$ cat config.mk
export PLATFORM = sky130hd
export DESIGN_NAME = rbst_div
export DESIGN_NICKNAME = d
export VERILOG_FILES = /design/src/hdl/rbst_div.sv
export SDC_FILE = /design/constraint.sdc
export NUM_CORES = 2
export LEC_CHECK = 0
export BUFFER_PORTS_ARGS = -buffer_cell sky130_fd_sc_hd__buf_2
export CORE_AREA = 2 2 706 568
export DETAILED_ROUTE_END_ITERATION = 8
export DIE_AREA = 0 0 708 570
export GPL_TIMING_DRIVEN = 0
export PLACE_DENSITY_LB_ADDON = 0.1
export SLEW_MARGIN = 20
export SYNTH_ARGS = -nofsm -noshare
export SYNTH_HDL_FRONTEND = slang
export SYNTH_SLANG_ARGS = --single-unit
$ cat constraint.sdc
create_clock -name clk -period 28.9 [get_ports clk]
set_clock_uncertainty 0.1 [all_clocks]
set_input_delay 2.89 -clock clk [delete_from_list [all_inputs] [get_ports clk]]
set_output_delay 2.89 -clock clk [all_outputs]
set_load 0.01 [all_outputs]
$ cat src/hdl/rbst_div.sv
// Pipelined fixed-point divider: (num << FRAC_BITS) / dir, truncated and saturated.
module rbst_div #(
  parameter int COORD_BITS = 32,
  parameter int FRAC_BITS  = 16
) (
  input  logic                         clk,
  input  logic [COORD_BITS+1:0]        stage_en,
  input  logic signed [COORD_BITS:0]   num,
  input  logic signed [COORD_BITS-1:0] dir,
  output logic signed [COORD_BITS-1:0] quo
);

  localparam int C  = COORD_BITS;
  localparam int NW = COORD_BITS + 1 + FRAC_BITS;
  localparam int HW = (FRAC_BITS > COORD_BITS) ? FRAC_BITS + 1 : COORD_BITS + 1;

  logic [C:0]    num_abs;
  logic [C-1:0]  ud;
  logic [NW-1:0] n_full;
  logic [HW-1:0] hi;

  logic [C-1:0] rem_r [0:C];
  logic [C-1:0] low_r [0:C-1];
  logic [C-1:0] q_r   [0:C];
  logic         neg_r [0:C];
  logic         ovf_r [0:C];

  logic [C-1:0]        limit;
  logic [C-1:0]        mag;
  logic signed [C-1:0] quo_nxt;
  logic signed [C-1:0] quo_r;

  // divisor magnitude comes straight from the (static) direction register
  assign ud      = dir[C-1] ? C'(-dir) : C'(dir);
  assign num_abs = num[C] ? (C+1)'(-num) : (C+1)'(num);
  assign n_full  = NW'(num_abs) << FRAC_BITS;
  assign hi      = HW'(n_full >> C);

  // setup: upper bits decide overflow, lower C bits shift in one per stage
  always_ff @(posedge clk) begin
    if (stage_en[0]) begin
      rem_r[0] <= C'(hi);
      low_r[0] <= n_full[C-1:0];
      q_r[0]   <= '0;
      neg_r[0] <= num[C] ^ dir[C-1];
      ovf_r[0] <= (hi >= HW'(ud));
    end
  end

  for (genvar j = 1; j <= C; j++) begin : g_iter
    logic [C:0] r2;
    logic       ge;

    assign r2 = {rem_r[j-1], low_r[j-1][C-1]};
    assign ge = (r2 >= {1'b0, ud});

    always_ff @(posedge clk) begin
      if (stage_en[j]) begin
        rem_r[j] <= ge ? C'(r2 - {1'b0, ud}) : C'(r2);
        q_r[j]   <= {q_r[j-1][C-2:0], ge};
        neg_r[j] <= neg_r[j-1];
        ovf_r[j] <= ovf_r[j-1];
      end
    end

    if (j < C) begin : g_low
      always_ff @(posedge clk) begin
        if (stage_en[j]) begin
          low_r[j] <= low_r[j-1] << 1;
        end
      end
    end
  end

  // saturate to the signed range, then apply the sign
  assign limit   = neg_r[C] ? {1'b1, {(C-1){1'b0}}} : {1'b0, {(C-1){1'b1}}};
  assign mag     = (ovf_r[C] || (q_r[C] > limit)) ? limit : q_r[C];
  assign quo_nxt = neg_r[C] ? C'(-mag) : C'(mag);

  always_ff @(posedge clk) begin
    if (stage_en[C+1]) begin
      quo_r <= quo_nxt;
    end
  end

  assign quo = quo_r;

endmodule

Word level (Yosys, flattened, before mapping)
Memories as Yosys holds them, arrays and structs flattened.
Cells that the tools add are included.
- flip-flop bits (word level): 32
- output and inout port bits: 32
- latch bits: 0
- bits in read-only memories: 0
- memories: 5
- memory bits (writable): 3170
- bitwise gates (word level): 1
- $mul: 0
- reductions and logical operators: 1
- multiplexer cells: 103
- div/mod/pow operators: 0
- shift-type cells: 0
- add/subtract/negate cells: 35
- order comparisons: 34
- equal/unequal tests: 0
- memories (name ; words ; bits a word ; rd ports ; clocked after memory_dff ; write ports ; line ; RTL):
    q_r ; 33 ; 32 ; 33 ; 0 ; 33 ; 24 ; logic [C-1:0] q_r [0:C];
    rem_r ; 33 ; 32 ; 32 ; 0 ; 33 ; 22 ; logic [C-1:0] rem_r [0:C];
    low_r ; 32 ; 31 ; 32 ; 0 ; 32 ; 23 ; logic [C-1:0] low_r [0:C-1];
    neg_r ; 33 ; 1 ; 33 ; 0 ; 33 ; 25 ; logic neg_r [0:C];
    ovf_r ; 33 ; 1 ; 33 ; 0 ; 33 ; 26 ; logic ovf_r [0:C];
- operators with widths (operator ; number):
    32-bit two-way mux ; 36
    33-bit by 32-bit greater-or-equal comparator with 1-bit output ; 32
    32-bit subtractor ; 32
    1-bit two-way mux ; 66
    32-bit negation ; 2
    33-bit two-way mux ; 1
    33-bit negation ; 1
    17-bit by 32-bit greater-or-equal comparator with 1-bit output ; 1
    32-bit > comparator ; 1
    1-bit logical OR ; 1
    1-bit bitwise XOR ; 1

Depth between registers and ports, before layout
An unclocked memory read counts as a cell.
- depth in word-level cells: 7
- gate-level depth with buffers: 23
- gate-level depth less buffers: 19

Least setup slack after synthesis
No wires, ideal clock.
- path kind: input to register
- start point: input port dir[0]
- end point: memory rem_r[0][88] in the netlist's numbering (data pin)
- library setup time: 0.260 ns
- arrival time: 12.624 ns
- path buffers: 4
- path slack: 15.916 ns
- data required time: 28.540 ns
- stages on the path: 18
- cell sequence: clkbuf_1 -> inv_1 -> clkbuf_1 -> ha_1 -> mux2i_1 -> ha_1 -> nor2b_1 -> o31a_1 -> o41a_1 -> a21bo_2 -> or2_2 -> a221o_1 -> a21oi_1 -> nor2b_1 -> a211o_1 -> clkbuf_1 -> buf_2 -> mux2_2
- RTL lines (what ; line ; RTL):
    start: declaration ; 9 ; input logic signed [COORD_BITS-1:0] dir,
    end: declaration ; 22 ;

==> qor.yml <==
place:
  post-place-ws_ps: 17180
  io_buffers: 127
  dpl.hpwl_mm: 300
  dpl_cell_area_mm2: 0.126
  gp_congestion: 0.851
  place_inst: 15952
floorplan:
  die_h_um: 570
  ioPinCount: 132
  start_util_pct: 29.0
  coreArea_mm2: 0.396
  row_count: 207
  dieWidth_um: 708
  dieArea_mm2: 0.404
routing:
  postRouteAntennaNets: 0
  wl_per_cell_um: 23.2
  wl_mm: 379
  first_pass_iters: 6
  drt_iter0_drc: 6065
  routed-via-count: 85261
  vias_per_cell: 5.22
  drcViolationCount: 0
sta:
  setup_viol: 0
  hold_violations: 0
  finalCriticalPeriod_ps: 10830
  slew_violations: 0
  clock.fmax_mhz: 92.3
  tns_ps: 0
  worstMarginPinSlew_ps: 1150
  rsz0062_at_grt: "no"
  finalCritPeriodShare_pct: 37.5
  hold_ws_ps: 228
  maxSlewHeadroom_pct: 22.9
  layout_setup_ws_ps: 18070
clocking:
  cts_resized: 0
  cts_setup_buffers: 0
  clock_path_buffers: 4
  cts_inserted_buffers: 207
  root_buffer: "clkbuf_16"
  clk_pin_slew_ps: 60
  insertion_delay_ps: 910
  cts_tree: "done"
  htreeDepth: 4
  clock-sinks: 1771
  ctsHoldBuffers: 0
global_route:
  grt_usage_pct: 18.3
  grt_pass1_vias: 83613
  grt_max_degree: 54
  grt_pass1_wl_mm: 560
  gr-usage-met2_pct: 28.7
  overflow: 0
  grt_busiest_layer: "met2"
  met3_usage_pct: 2.01
  grt_use_met1_pct: 26.8
  antenna_found_initial: 19
power:
  leakagePower_nw: 50.6
  ir_worst_vdd_uv: 53.5
  power_mw: 16.6
  powerDensity_mw_per_mm2: 125
final_layout:
  stdcell_area_mm2: 0.133
  area_growth_pct: 16.0
  final_cells: 16327
  nets: 12128
  mostFrequentLayoutCells: "1771 x edfxtp_1, 1061 x ha_1, 862 x a21oi_1, 805 x o21ai_0, 764 x nand2_1"
  final_core_util_pct: 33.6
  final_common_cell: "edfxtp_1"
  layout-drive-gt1-share_pct: 11.0
synth:
  async_flop_share_pct: 0
  synth_edf_count: 1771
  ys_ff_latch: 1771
  ys_warn_count: 0
  yosysSeqAreaShare_pct: 46.4
  ys.flop_type: "edfxtp_1"
  netlist_area_mm2: 0.115
  yosysUniqueCellTypes: 89
  netlist_instances: 10437
  synth_fp_nets: 11629
  avgSynthCellArea_um2: 11.0
worst_setup_path:
  cp_max_fo: 20
  crit_required_ps: 29380
  path_class: "input pin to flop"
  start_kind: "input pin"
  cp-end-kind: "flop"
  crit_arrival_ps: 11310
job:
  maxCapViolCount: 0
run_status:
  status: "completed"
worst_hold_path:
  hold_class: "flop to flop"
## logic make-up after synthesis
logic type	Yosys count	share of synthesized area (%)
AO/OA/AOI/OAI	3104	17.1
XOR/XNOR	873	6.67
adder cells (fa/ha/maj)	1092	12.1
buffers and inverters	509	1.69
flip-flops	1771	46.4
multiplexers	532	5.19
AND/OR/NAND/NOR	2556	10.9
## registers in the layout, indices dropped and copies added, names as in the netlist
| register | count |
|---|---|
| rem_r | 1009 |
| q_r | 528 |
| low_r | 136 |
| neg_r | 33 |
| ovf_r | 33 |
| quo | 32 |
## routing by layer
layer / part of all wire (%) / wire length, µm
met1: 49 / 187000
met3: 4.1 / 15600
met4: 2.8 / 10500
met2: 44 / 166000
met5: 0 / 0
## cells in the mapped netlist (21+ instances only)
cell type  instances  area [µm²]
edfxtp_1        1771       53200
ha_1            1061       13300
a21oi_1          862        4310
o21ai_0          805        4030
nand2_1          764        2870
nor2_1           594        2230
xnor2_1          537        4700
mux2_2           489        5510
a21o_1           431        3240
xor2_1           336        2940
inv_1            291        1090
nand3_1          196         981
clkbuf_1         193         724
nor3_1           180         901
o21a_1           132         991
nand2b_1         129         807
nand4_1          128         801
o21bai_1         123         923
nor2b_1           97         607
a31oi_1           95         594
a211oi_1          89         668
and3_1            78         488
and2_1            74         463
o31ai_1           73         548
or3_1             64         400
o211ai_1          61         458
nor4_1            54         338
and4_1            53         464
a21boi_0          38         285
or4_1             38         285
or2_2             37         231
fa_1              31         621
mux2i_1           30         300
o31a_1            29         254
a211o_1           27         236
a221oi_1          27         236
o41ai_1           26         228
a31o_2            23         201
o2111ai_1         22         193
a311oi_1          21         184
## where the power goes
part | internal (mW) | total (mW) | switching (mW)
Combinational | 3.82 | 9.09 | 5.27
Sequential | 4.22 | 4.83 | 0.611
Clock | 1.55 | 2.66 | 1.11
Total | 9.59 | 16.6 | 6.99
## cell type report
class	instances	area, µm²
Antenna cell	1	2.50
Sequential cell	1771	53200
Inverter	291	1090
Timing Repair Buffer	290	4540
Clock inverter	139	1410
Buffer	218	847
Multi-Input combinational cell	8157	60100
Tap cell	5225	6540
Fill cell	39237	263000
Clock buffer	235	5350
## path summary, 6_finish.rpt
kind | startpoint | end | slack, ps | depth (start not counted)
max | dir[0] | rem_r[0][668] | 18070 | 24
min | q_r[0][393] | q_r[0][426] | 230 | 0
max reg2reg | neg_r[0][32] | quo[16] | 21830 | 23
min reg2reg | q_r[0][393] | q_r[0][426] | 230 | 0
## critical path: stages
cell      delay (ps)
buf_4            200
buf_16           220
clkbuf_2         330
inv_1            310
clkbuf_4         650
ha_1             320
nand4b_1         250
or4_1            530
o31ai_1          510
xor2_4           590
buf_16           250
buf_16           170
ha_1             240
clkbuf_1         190
and3_1           200
and3_1           250
and3_1           200
a221o_1          340
nor3_1           360
o211ai_1         170
a221oi_1         620
a21oi_1          500
clkbuf_1         440
mux2_2           400
No activity file was read; power rests on OpenSTA's default activity.
